$ cat config.mk
export PLATFORM = sky130hd
export DESIGN_NAME = linear_probe_hash_table_unit
export DESIGN_NICKNAME = d
export VERILOG_FILES = /design/src/hw/rtl/lpht_pkg.sv /design/src/hw/rtl/linear_probe_hash_table_unit.sv
export VERILOG_INCLUDE_DIRS = /design/src /design/src/hw/rtl
export SDC_FILE = /design/constraint.sdc
export NUM_CORES = 2
export LEC_CHECK = 0
export ABC_AREA = 0
export BUFFER_PORTS_ARGS = -buffer_cell sky130_fd_sc_hd__buf_2
export CAP_MARGIN = 20
export CORE_MARGIN = 2
export CORE_UTILIZATION = 55
export CTS_CLUSTER_DIAMETER = 100
export DETAILED_ROUTE_END_ITERATION = 8
export PLACE_DENSITY = 0.73
export REMOVE_ABC_BUFFERS = 1
export SLEW_MARGIN = 25
export SYNTH_ARGS = -nofsm -noshare
export SYNTH_HDL_FRONTEND = slang
export SYNTH_MEMORY_MAX_BITS = 65536
export SYNTH_SLANG_ARGS = --single-unit
export TNS_END_PERCENT = 100
$ cat constraint.sdc
create_clock -name clk_i -period 5.7 [get_ports clk_i]
set_input_delay 0.285 -clock clk_i [delete_from_list [all_inputs] [get_ports clk_i]]
set_output_delay 0.285 -clock clk_i [all_outputs]
set_load 0.05 [all_outputs]
$ cat src/hw/rtl/linear_probe_hash_table_unit_defines.svh
// Assertion macros shared by the hash table RTL.
// Synthesis builds define SYNTH, and then the macros expand to nothing.
`ifndef LINEAR_PROBE_HASH_TABLE_UNIT_DEFINES_SVH
`define LINEAR_PROBE_HASH_TABLE_UNIT_DEFINES_SVH

`ifndef SYNTH
// Checked at every rising clock edge, masked while reset is asserted.
`define LPHT_ASSERT(name, prop) \
  name: assert property (@(posedge clk_i) disable iff (!rst_ni) prop) \
    else $error("lpht assertion failed");
// Implication form: the consequent is checked in the cycle after the antecedent.
`define LPHT_ASSERT_NEXT(name, ante, cons) \
  name: assert property (@(posedge clk_i) disable iff (!rst_ni) (ante) |=> (cons)) \
    else $error("lpht assertion failed");
`else
`define LPHT_ASSERT(name, prop)
`define LPHT_ASSERT_NEXT(name, ante, cons)
`endif

`endif

$ cat src/hw/rtl/lpht_pkg.sv
`timescale 1ns / 1ps

package lpht_pkg;

  // Geometry
  localparam int unsigned TABLE_DEPTH = 128;
  localparam int unsigned SLOT_W      = 7;
  localparam int unsigned KEY_W       = 31;
  localparam int unsigned SIZE_W      = 8;
  localparam int unsigned BIT_W       = 5;

  // Action codes
  localparam logic [2:0] ACT_INSERT = 3'd0;
  localparam logic [2:0] ACT_SEARCH = 3'd1;
  localparam logic [2:0] ACT_REMOVE = 3'd2;
  localparam logic [2:0] ACT_READ   = 3'd3;
  localparam logic [2:0] ACT_CLEAR  = 3'd4;

  // Slot state codes
  localparam logic [1:0] ST_EMPTY = 2'd0;
  localparam logic [1:0] ST_USED  = 2'd1;
  localparam logic [1:0] ST_GONE  = 2'd2;

  typedef struct packed {
    logic [2:0]        action;
    logic [KEY_W-1:0]  key;
    logic [SLOT_W-1:0] slot_index;
  } in_item_t;

  typedef struct packed {
    logic              ok;
    logic [SLOT_W-1:0] slot;
    logic [1:0]        slot_state;
    logic [KEY_W-1:0]  slot_key;
  } out_item_t;

  // One slot as held in the table memory
  typedef struct packed {
    logic [1:0]       state;
    logic [KEY_W-1:0] key;
  } entry_t;

  typedef enum logic [2:0] {
    S_IDLE,
    S_MOD,
    S_PRD,
    S_PCHK,
    S_OUT
  } state_e;

endpackage

$ cat src/hw/rtl/linear_probe_hash_table_unit.sv
`timescale 1ns / 1ps
// Insert/search/remove: bit-serial key mod size (S_MOD), then per probe a registered
// table read (S_PRD) and a check/write (S_PCHK), then the output register (S_OUT),
// which waits while out_stall_i holds back a previous word.
// Read slot: S_PRD, S_PCHK, S_OUT. Clear and unknown actions: straight to S_OUT.
// One word at a time: the next word is taken only once the unit is back in idle.
// Reset: size 128, every slot empty through per-slot valid flags; keys not reset.

`include "linear_probe_hash_table_unit_defines.svh"

module linear_probe_hash_table_unit (
  input  logic                 clk_i,
  input  logic                 rst_ni,
  input  logic                 in_valid_i,
  output logic                 in_stall_o,
  input  lpht_pkg::in_item_t   in_data_i,
  output logic                 out_valid_o,
  input  logic                 out_stall_i,
  output lpht_pkg::out_item_t  out_data_o,
  input  logic                 cfg_valid_i,
  output logic                 cfg_ready_o,
  input  logic [7:0]           cfg_data_i
);

  localparam logic [lpht_pkg::SIZE_W-1:0] DEPTH_N = lpht_pkg::SIZE_W'(lpht_pkg::TABLE_DEPTH);

  lpht_pkg::state_e state_q, state_d;
  logic [2:0]                     act_q, act_d;
  logic [lpht_pkg::KEY_W-1:0]     key_q, key_d;
  logic [lpht_pkg::SIZE_W-1:0]    n_q, n_d;
  logic [lpht_pkg::SIZE_W-1:0]    size_q;
  logic [lpht_pkg::SLOT_W-1:0]    j_q, j_d;
  logic [lpht_pkg::BIT_W-1:0]     bit_q, bit_d;
  logic [lpht_pkg::SIZE_W-1:0]    cnt_q, cnt_d;
  logic                           hit_q, hit_d;
  logic [lpht_pkg::SLOT_W-1:0]    first_q, first_d;
  lpht_pkg::out_item_t            res_q, res_d;
  logic                           out_valid_q, out_valid_d;
  lpht_pkg::out_item_t            out_q, out_d;
  logic [lpht_pkg::TABLE_DEPTH-1:0] vld_q, vld_d;
  logic                           rd_vld_q, rd_vld_d;
  lpht_pkg::entry_t               rd_q;
  lpht_pkg::entry_t               slot_mem_q [lpht_pkg::TABLE_DEPTH];

  logic                           in_acc;
  logic                           mem_we;
  lpht_pkg::entry_t               mem_wdata;
  logic [lpht_pkg::SIZE_W-1:0]    eff_n;
  logic [1:0]                     est;
  logic                           key_hit;
  logic                           last;

  // Shared subtract/compare unit: mod step or probe wrap
  logic [lpht_pkg::SIZE_W-1:0]    unit_a;
  logic [lpht_pkg::SIZE_W:0]      unit_diff;
  logic [lpht_pkg::SIZE_W-1:0]    unit_res;

  assign unit_a    = (state_q == lpht_pkg::S_MOD) ? {j_q, key_q[bit_q]}
                                                   : ({1'b0, j_q} + 8'd1);
  assign unit_diff = {1'b0, unit_a} - {1'b0, n_q};
  assign unit_res  = unit_diff[lpht_pkg::SIZE_W] ? unit_a : unit_diff[lpht_pkg::SIZE_W-1:0];

  // Handshakes
  assign in_stall_o  = (state_q != lpht_pkg::S_IDLE);
  assign in_acc      = in_valid_i && !in_stall_o;
  assign cfg_ready_o = 1'b1;
  assign out_valid_o = out_valid_q;
  assign out_data_o  = out_q;

  // Size clamp: 0 acts as 1, above depth acts as depth
  assign eff_n = (size_q == '0) ? 8'd1 : ((size_q > DEPTH_N) ? DEPTH_N : size_q);

  // Probe check terms
  assign est     = rd_vld_q ? rd_q.state : lpht_pkg::ST_EMPTY;
  assign key_hit = (est == lpht_pkg::ST_USED) && (rd_q.key == key_q);
  assign last    = ((cnt_q + 8'd1) == n_q);

  // Sequencer
  always_comb begin
    state_d     = state_q;
    act_d       = act_q;
    key_d       = key_q;
    n_d         = n_q;
    j_d         = j_q;
    bit_d       = bit_q;
    cnt_d       = cnt_q;
    hit_d       = hit_q;
    first_d     = first_q;
    res_d       = res_q;
    vld_d       = vld_q;
    rd_vld_d    = rd_vld_q;
    mem_we      = 1'b0;
    mem_wdata   = '0;
    out_valid_d = out_valid_q && out_stall_i;
    out_d       = out_q;

    unique case (state_q)
      lpht_pkg::S_IDLE: begin
        if (in_acc) begin
          act_d   = in_data_i.action;
          key_d   = in_data_i.key;
          n_d     = eff_n;
          j_d     = '0;
          bit_d   = lpht_pkg::BIT_W'(lpht_pkg::KEY_W - 1);
          cnt_d   = '0;
          hit_d   = 1'b0;
          first_d = '0;
          res_d   = '0;
          case (in_data_i.action) inside
            lpht_pkg::ACT_INSERT, lpht_pkg::ACT_SEARCH, lpht_pkg::ACT_REMOVE: begin
              state_d = lpht_pkg::S_MOD;
            end
            lpht_pkg::ACT_READ: begin
              j_d     = in_data_i.slot_index;
              state_d = lpht_pkg::S_PRD;
            end
            lpht_pkg::ACT_CLEAR: begin
              vld_d    = '0;
              res_d.ok = 1'b1;
              state_d  = lpht_pkg::S_OUT;
            end
            default: begin
              state_d = lpht_pkg::S_OUT;
            end
          endcase
        end
      end

      // One remainder bit per cycle, MSB of the key first
      lpht_pkg::S_MOD: begin
        j_d   = unit_res[lpht_pkg::SLOT_W-1:0];
        bit_d = bit_q - 5'd1;
        if (bit_q == '0) begin
          state_d = lpht_pkg::S_PRD;
        end
      end

      // Table read issued in the clocked block
      lpht_pkg::S_PRD: begin
        rd_vld_d = vld_q[j_q];
        state_d  = lpht_pkg::S_PCHK;
      end

      lpht_pkg::S_PCHK: begin
        state_d = lpht_pkg::S_OUT;
        case (act_q)
          lpht_pkg::ACT_INSERT: begin
            if (est != lpht_pkg::ST_USED) begin
              mem_we          = 1'b1;
              mem_wdata.state = lpht_pkg::ST_USED;
              mem_wdata.key   = key_q;
              vld_d[j_q]      = 1'b1;
              res_d.ok        = 1'b1;
              res_d.slot      = j_q;
            end else if (!last) begin
              state_d = lpht_pkg::S_PRD;
            end
          end
          lpht_pkg::ACT_SEARCH: begin
            if (key_hit) begin
              res_d.ok   = 1'b1;
              res_d.slot = j_q;
            end else if (est != lpht_pkg::ST_EMPTY && !last) begin
              state_d = lpht_pkg::S_PRD;
            end
          end
          lpht_pkg::ACT_REMOVE: begin
            if (key_hit) begin
              mem_we          = 1'b1;
              mem_wdata.state = lpht_pkg::ST_GONE;
              mem_wdata.key   = '0;
              vld_d[j_q]      = 1'b1;
              hit_d           = 1'b1;
              if (!hit_q) begin
                first_d = j_q;
              end
              res_d.ok   = 1'b1;
              res_d.slot = hit_q ? first_q : j_q;
              if (!last) begin
                state_d = lpht_pkg::S_PRD;
              end
            end else if (est != lpht_pkg::ST_EMPTY && !last) begin
              state_d = lpht_pkg::S_PRD;
            end else begin
              res_d.ok   = hit_q;
              res_d.slot = hit_q ? first_q : '0;
            end
          end
          lpht_pkg::ACT_READ: begin
            res_d.ok         = 1'b1;
            res_d.slot       = j_q;
            res_d.slot_state = est;
            res_d.slot_key   = (est == lpht_pkg::ST_USED) ? rd_q.key : '0;
          end
          default: begin
            res_d = '0;
          end
        endcase
        // Next probe slot, wrapping at the size
        if (state_d == lpht_pkg::S_PRD) begin
          j_d   = unit_res[lpht_pkg::SLOT_W-1:0];
          cnt_d = cnt_q + 8'd1;
        end
      end

      // Hand the word to the output register once it is free
      lpht_pkg::S_OUT: begin
        if (!out_valid_q || !out_stall_i) begin
          out_valid_d = 1'b1;
          out_d       = res_q;
          state_d     = lpht_pkg::S_IDLE;
        end
      end

      default: begin
        state_d = lpht_pkg::S_IDLE;
      end
    endcase
  end

  // State register
  always_ff @(posedge clk_i or negedge rst_ni) begin
    if (!rst_ni) begin
      state_q     <= lpht_pkg::S_IDLE;
      out_valid_q <= 1'b0;
      vld_q       <= '0;
      rd_vld_q    <= 1'b0;
      size_q      <= DEPTH_N;
    end else begin
      state_q     <= state_d;
      out_valid_q <= out_valid_d;
      vld_q       <= vld_d;
      rd_vld_q    <= rd_vld_d;
      if (cfg_valid_i && cfg_ready_o) begin
        size_q <= cfg_data_i;
      end
    end
  end

  // Payload registers
  always_ff @(posedge clk_i) begin
    act_q   <= act_d;
    key_q   <= key_d;
    n_q     <= n_d;
    j_q     <= j_d;
    bit_q   <= bit_d;
    cnt_q   <= cnt_d;
    hit_q   <= hit_d;
    first_q <= first_d;
    res_q   <= res_d;
    out_q   <= out_d;
  end

  // Table memory: one write, one registered read
  always_ff @(posedge clk_i) begin
    if (mem_we) begin
      slot_mem_q[j_q] <= mem_wdata;
    end
    if (state_q == lpht_pkg::S_PRD) begin
      rd_q <= slot_mem_q[j_q];
    end
  end

  // Checks
  `LPHT_ASSERT(a_cnt_in_range, (state_q == lpht_pkg::S_PRD) |-> (cnt_q < n_q))
  `LPHT_ASSERT(a_home_in_range,
    (state_q == lpht_pkg::S_PRD && act_q != lpht_pkg::ACT_READ) |-> ({1'b0, j_q} < n_q))
  `LPHT_ASSERT(a_size_clamped,
    (state_q != lpht_pkg::S_IDLE) |-> (n_q != '0 && n_q <= DEPTH_N))
  `LPHT_ASSERT_NEXT(a_chk_after_rd, (state_q == lpht_pkg::S_PRD), (state_q == lpht_pkg::S_PCHK))
  `LPHT_ASSERT_NEXT(a_clear_all, (in_acc && in_data_i.action == lpht_pkg::ACT_CLEAR),
    (vld_q == '0))

endmodule

Word-level counts from Yosys, hierarchy flattened

Memory sizes are Yosys's and may differ from the RTL's. A register that Yosys moved wholly into a read port is not among the register bits.
Index checks and enable logic that the tools add are counted.
Widths: inputs -> output; s select.

Memories kept: 1
Register bits after elaboration: 293
Bits of input ports: 54
Output and inout bits: 44
Memory bits (writable): 4224

Memories:

| memory     | depth | width | rd ports | clocked after Yosys merged registers in | wr ports | line                               | text |
|---|---|---|---|---|---|---|---|
| slot_mem_q | 128   | 33    | 1        | 1                                       | 1        | linear_probe_hash_table_unit.sv:43 | `lpht_pkg::entry_t slot_mem_q [lpht_pkg::TABLE_DEPTH];` |

Muxes and demuxes: 75
Add/subtract/negate cells: 4
Bitwise logic cells: 1
Equality and inequality tests: 31
Magnitude comparators: 4
Reduce and logical (&&, ||, !) cells: 33

Operators by type and width:

| cell               | number |
|---|---|
| $mux 128           | 6 |
| $pmux 128 s2       | 2 |
| $pmux 33 s2        | 2 |
| $or 128x128->128   | 1 |
| $pmux 41 s2        | 1 |
| $mux 7             | 10 |
| $mux 33            | 2 |
| $mux 8             | 8 |
| $mux 41            | 1 |
| $mux 3             | 11 |
| $mux 32            | 1 |
| $pmux 8 s4         | 1 |
| $eq 31x31->1       | 1 |
| $mux 31            | 1 |
| $eq 3x2->1 const B | 7 |
| $pmux 7 s3         | 1 |
| $mux 1             | 16 |
| $ne 2x2->1 const B | 8 |
| $pmux 8 s2         | 1 |
| $pmux 3 s5         | 1 |
| $pmux 7 s2         | 1 |
| $reduce_and 3->1   | 4 |
| $pmux 5 s2         | 1 |
| $eq 3x1->1 const B | 3 |
| other kinds (36)   | 57 |

Depth between registers and ports, before layout

Depth in word-level cells: 11
Gate-level depth with buffers: 18
Depth with buffers taken out: 15

Least setup slack after synthesis

OpenSTA, ideal clock, no wires.

Path kind: register -> register
Start point: register state_q[2]
End point: memory slot_mem_q[0][22] (netlist name) (data pin)
Stages on the path, launching flop included: 7
Data required time: 5.167 ns
Clock period less this slack: 5.529 ns
Data arrival time: 4.996 ns
Path slack: 0.171 ns
Cells stage by stage: dfrtp_1 > and2b_1 > nand2_1 > inv_1 > and3_1 > clkbuf_1 > and2_1

RTL lines:

| element                  | line                                | text |
|---|---|---|
| start: declaration       | linear_probe_hash_table_unit.sv:27  | `lpht_pkg::state_e state_q, state_d;` |
| start signal: assignment | linear_probe_hash_table_unit.sv:224 | `state_q <= lpht_pkg::S_IDLE;` |
| start signal: assignment | linear_probe_hash_table_unit.sv:230 | `state_q <= state_d;` |
| end: declaration         | linear_probe_hash_table_unit.sv:43  |  |

==> key figures <==
Status
  • Status: finished with violations
  • Failing checks: DRC

CTS
  • Clock root buffer master: clkbuf_16
  • Post-CTS sizing: 0
  • Clk Latency, worst-skew pair: ~1.0 ns
  • CTS hold repair buffers: 62
  • Post-CTS Setup Bufs: 0
  • TritonCTS clock tree: yes
  • CTS clk-pin slew, worst paths: 0.07 ns
  • Sink Count: 4,550
  • Num CTS Buffers: between 400 and 500
  • H-tree depth: 5
  • Max clock buf depth: 4

Detailed routing
  • Pre-antenna DRT Iters: 9
  • Vias: ~100k
  • Antenna-violating nets left: 0
  • 1st-iter DRT viols: 21,167
  • Final wirelength: 566.3 mm
  • Vias per inst: 7.378
  • Wirelength per Cell: approximately 40 µm
  • Drt drc: 4

GRT
  • Vias in the first global route: 97,289
  • Initial antenna violation count: 51
  • Tot GR Track Use: 0.3598
  • Total grt overflow: 0
  • Largest net degree at the start of global routing: 92
  • First-pass GRT wire length: 773.2 mm

Setup path
  • Critical Path AT: 6.14 ns
  • Startpoint types: flop
  • CP endpoint kind: flop
  • R2R Setup Slk: 0.1 ns
  • CP Class: flop to flop
  • Max FO, Critical Path: 46
  • Critical Path RT: 6.23 ns

Power and ir drop
  • Combinational power share: 0.241
  • Sw power: 28.88 mW
  • Pleak: 65.39 nW
  • Cell-internal power: 58.43 mW
  • Clock power share: 0.325
  • Pwr dens: 454.4 nW/µm²
  • Part of the power in registers: 0.434
  • Worst IR Drop VDD: 482.8 µV
  • Sw frac: 0.3308

Floorplanning
  • Die area: 309,500 µm²
  • Die height: 556.3 µm
  • # rows: 202
  • Area of the core: around 300,000 µm²
  • Die Wd: about 560 µm
  • Top Ports: 98
  • Initial Util: 0.5532

Timing
  • Worst Tran Pin Value: 1.280 ns
  • Period minus WS final: ~5.6 ns
  • Max Slew Vio Count: 0
  • Final setup violation count: 0
  • Final Hold Fails: 0
  • Worst Skew: 0.09262 ns
  • Setup TNS: 0 ns
  • RSZ-0062 raised after global routing: no
  • Slew HR: 0.1425
  • Crit share post-route: 0.9826
  • Highest Clock Rate: 178.5 MHz
  • Hold WS: between 0.06 and 0.07 ns

Placed design
  • I/O Buffers: 96
  • Post-DP Area: 177,400 µm²
  • HPWL after DPL: 330.5 mm
  • GPL Wtd Cong: 0.9811

Cells and area
  • Final nets: 9,831
  • Fillers: 19,856
  • Commonest non-fill, non-tap cell in the layout: edfxtp_1
  • Commonest non-fill, non-tap cells in the layout: 4,409 x edfxtp_1, 1,286 x a22oi_1, 436 x clkbuf_16
  • Area growth syn-to-layout: 14.52%
  • Finished Cell Area: between 150,000 and 200,000 µm²
  • Share of cells above drive strength 1: 0.1577

Logic synthesis
  • Seq/Total Area, Yosys: 0.8101
  • Top post-synthesis cells by area: edfxtp_1 79%, a22oi_1 5.8%, dfrtp_1 2.1%
  • Post-synth EDFFs: approximately 4,400
  • Post-synth top area share: 0.7891
  • FFs w/ async S/R, synth: 0.03099
  • Largest area contributor in the netlist: edfxtp_1
  • Synth Warn #: 0
  • Ys flop type: edfxtp_1
  • Mapped Area: 167,800 µm²
  • Syn Inst Count: 9,244
  • Netlist cell types: 80
  • FF+latch count, synth: around 4,600
  • Mean post-synth cell area: around 18 µm²

Hold path
  • HP Class: input port to flop

Run
  • Max-cap violations: 0
-- Yosys cell counts (10+ instances only) --
library cell / n
edfxtp_1: 4409
a22oi_1: 1286
a221oi_1: 368
buf_2: 364
nor2_1: 363
a22o_1: 331
a31oi_1: 262
a21oi_1: 218
clkbuf_1: 171
nand4_1: 148
dfrtp_1: 140
nand2_1: 130
o21ai_0: 104
buf_1: 79
nand3_1: 76
and2_1: 67
a41oi_1: 62
mux2i_1: 59
o21a_1: 57
nor4_1: 52
mux2_2: 50
xnor2_1: 42
o211ai_1: 36
mux4_2: 31
nor3_1: 24
inv_1: 23
and3_1: 22
o2111ai_1: 20
or4_1: 18
buf_4: 16
nor2b_1: 15
a222oi_1: 12
ha_1: 12
o22ai_1: 12
buf_6: 11
xor2_1: 11
a211oi_1: 10
-- stage by stage --
stage	setup WS (ns)	total power, mW	instances	utilization
final	0.09926	87.31	14119	0.6335
after detailed placement	0.5959	58.01	13240	0.5848
after floorplan	-33.96	47.22	8603	-
after global placement	0.5299	57.81	13228	0.5839
after global routing	0.1996	88.35	14103	0.6334
after CTS	0.5242	85.81	14095	0.6327
-- layout make-up --
type / count / area, µm² / area share
Timing Repair Buffer: 727 / 7064 / 0.03677
Multi-Input combinational cell: 4029 / 30140 / 0.1569
Tap cell: 3978 / 4977 / 0.02590
Antenna cell: 18 / 45.04 / 0.0002344
Clock buffer: 516 / 11230 / 0.05845
Sequential cell: 4550 / 135900 / 0.7074
Inverter: 24 / 92.59 / 0.0004819
Clock inverter: 277 / 2664 / 0.01386
-- final timing paths --
check / start / depth (start not counted) / endpoint
hold / removal: in_data_i[38] / 2 / act_q[0]
hold reg to reg: res_q[39] / 0 / out_data_o[39]
max in group asynchronous: rst_ni / 4 / vld_q[20]
min in group asynchronous: rst_ni / 3 / size_q[7]
setup / recovery: j_q[1] / 9 / rd_q[21]
setup reg to reg: j_q[1] / 9 / rd_q[21]
-- layer usage --
| layer | GRT usage | vias to the layer above | share of wire |
|---|---|---|---|
| met5 | 0.004845 | - | 0.00075 |
| met4 | 0.2369 | 52 | 0.082 |
| met3 | 0.1372 | 1802 | 0.17 |
| met2 | 0.5066 | 10084 | 0.42 |
| met1 | 0.4668 | 52345 | 0.33 |
| li1 | - | 39884 | - |
-- power by group through the flow --
stage                     logic [mW]  registers [mW]  clock network [mW]
after floorplan                 8.36            38.9                   0
after global placement          19.3            38.5                   0
after detailed placement        19.4            38.6                   0
after CTS                       19.6            37.9                28.3
after global routing            20.8            37.9                29.6
final                           21.0            37.9                28.4
-- critical path, cell delays in order (launching register included) --
cell and delay [ns]:
edfxtp_1 0.91, and3b_4 0.56, buf_12 0.30, buf_12 0.27, a22o_1 0.21, a221oi_1 0.21
a31oi_1 0.36, or4_1 0.73, nor3_1 0.67, nand4_1 0.74
-- logic make-up after synthesis --
kind of cell,share of synthesized area
compound gates,0.1285
xor+xnor,0.002767
fa+ha+maj,0.001014
buf+inv,0.01844
flops,0.8101
mux,0.01104
other cells,0.00002235
simple gates,0.02805
-- flip-flops by register name (all words and copies together) (netlist names), 8 cells and up --
register / cells
cnt_q: 8
size_q: 8
slot_mem_q: 4224
n_q: 8
key_q: 31
res_q: 41
vld_q: 128
rd_q: 33
out_data_o: 41
Note: power is estimated with default switching activity, not from simulation.
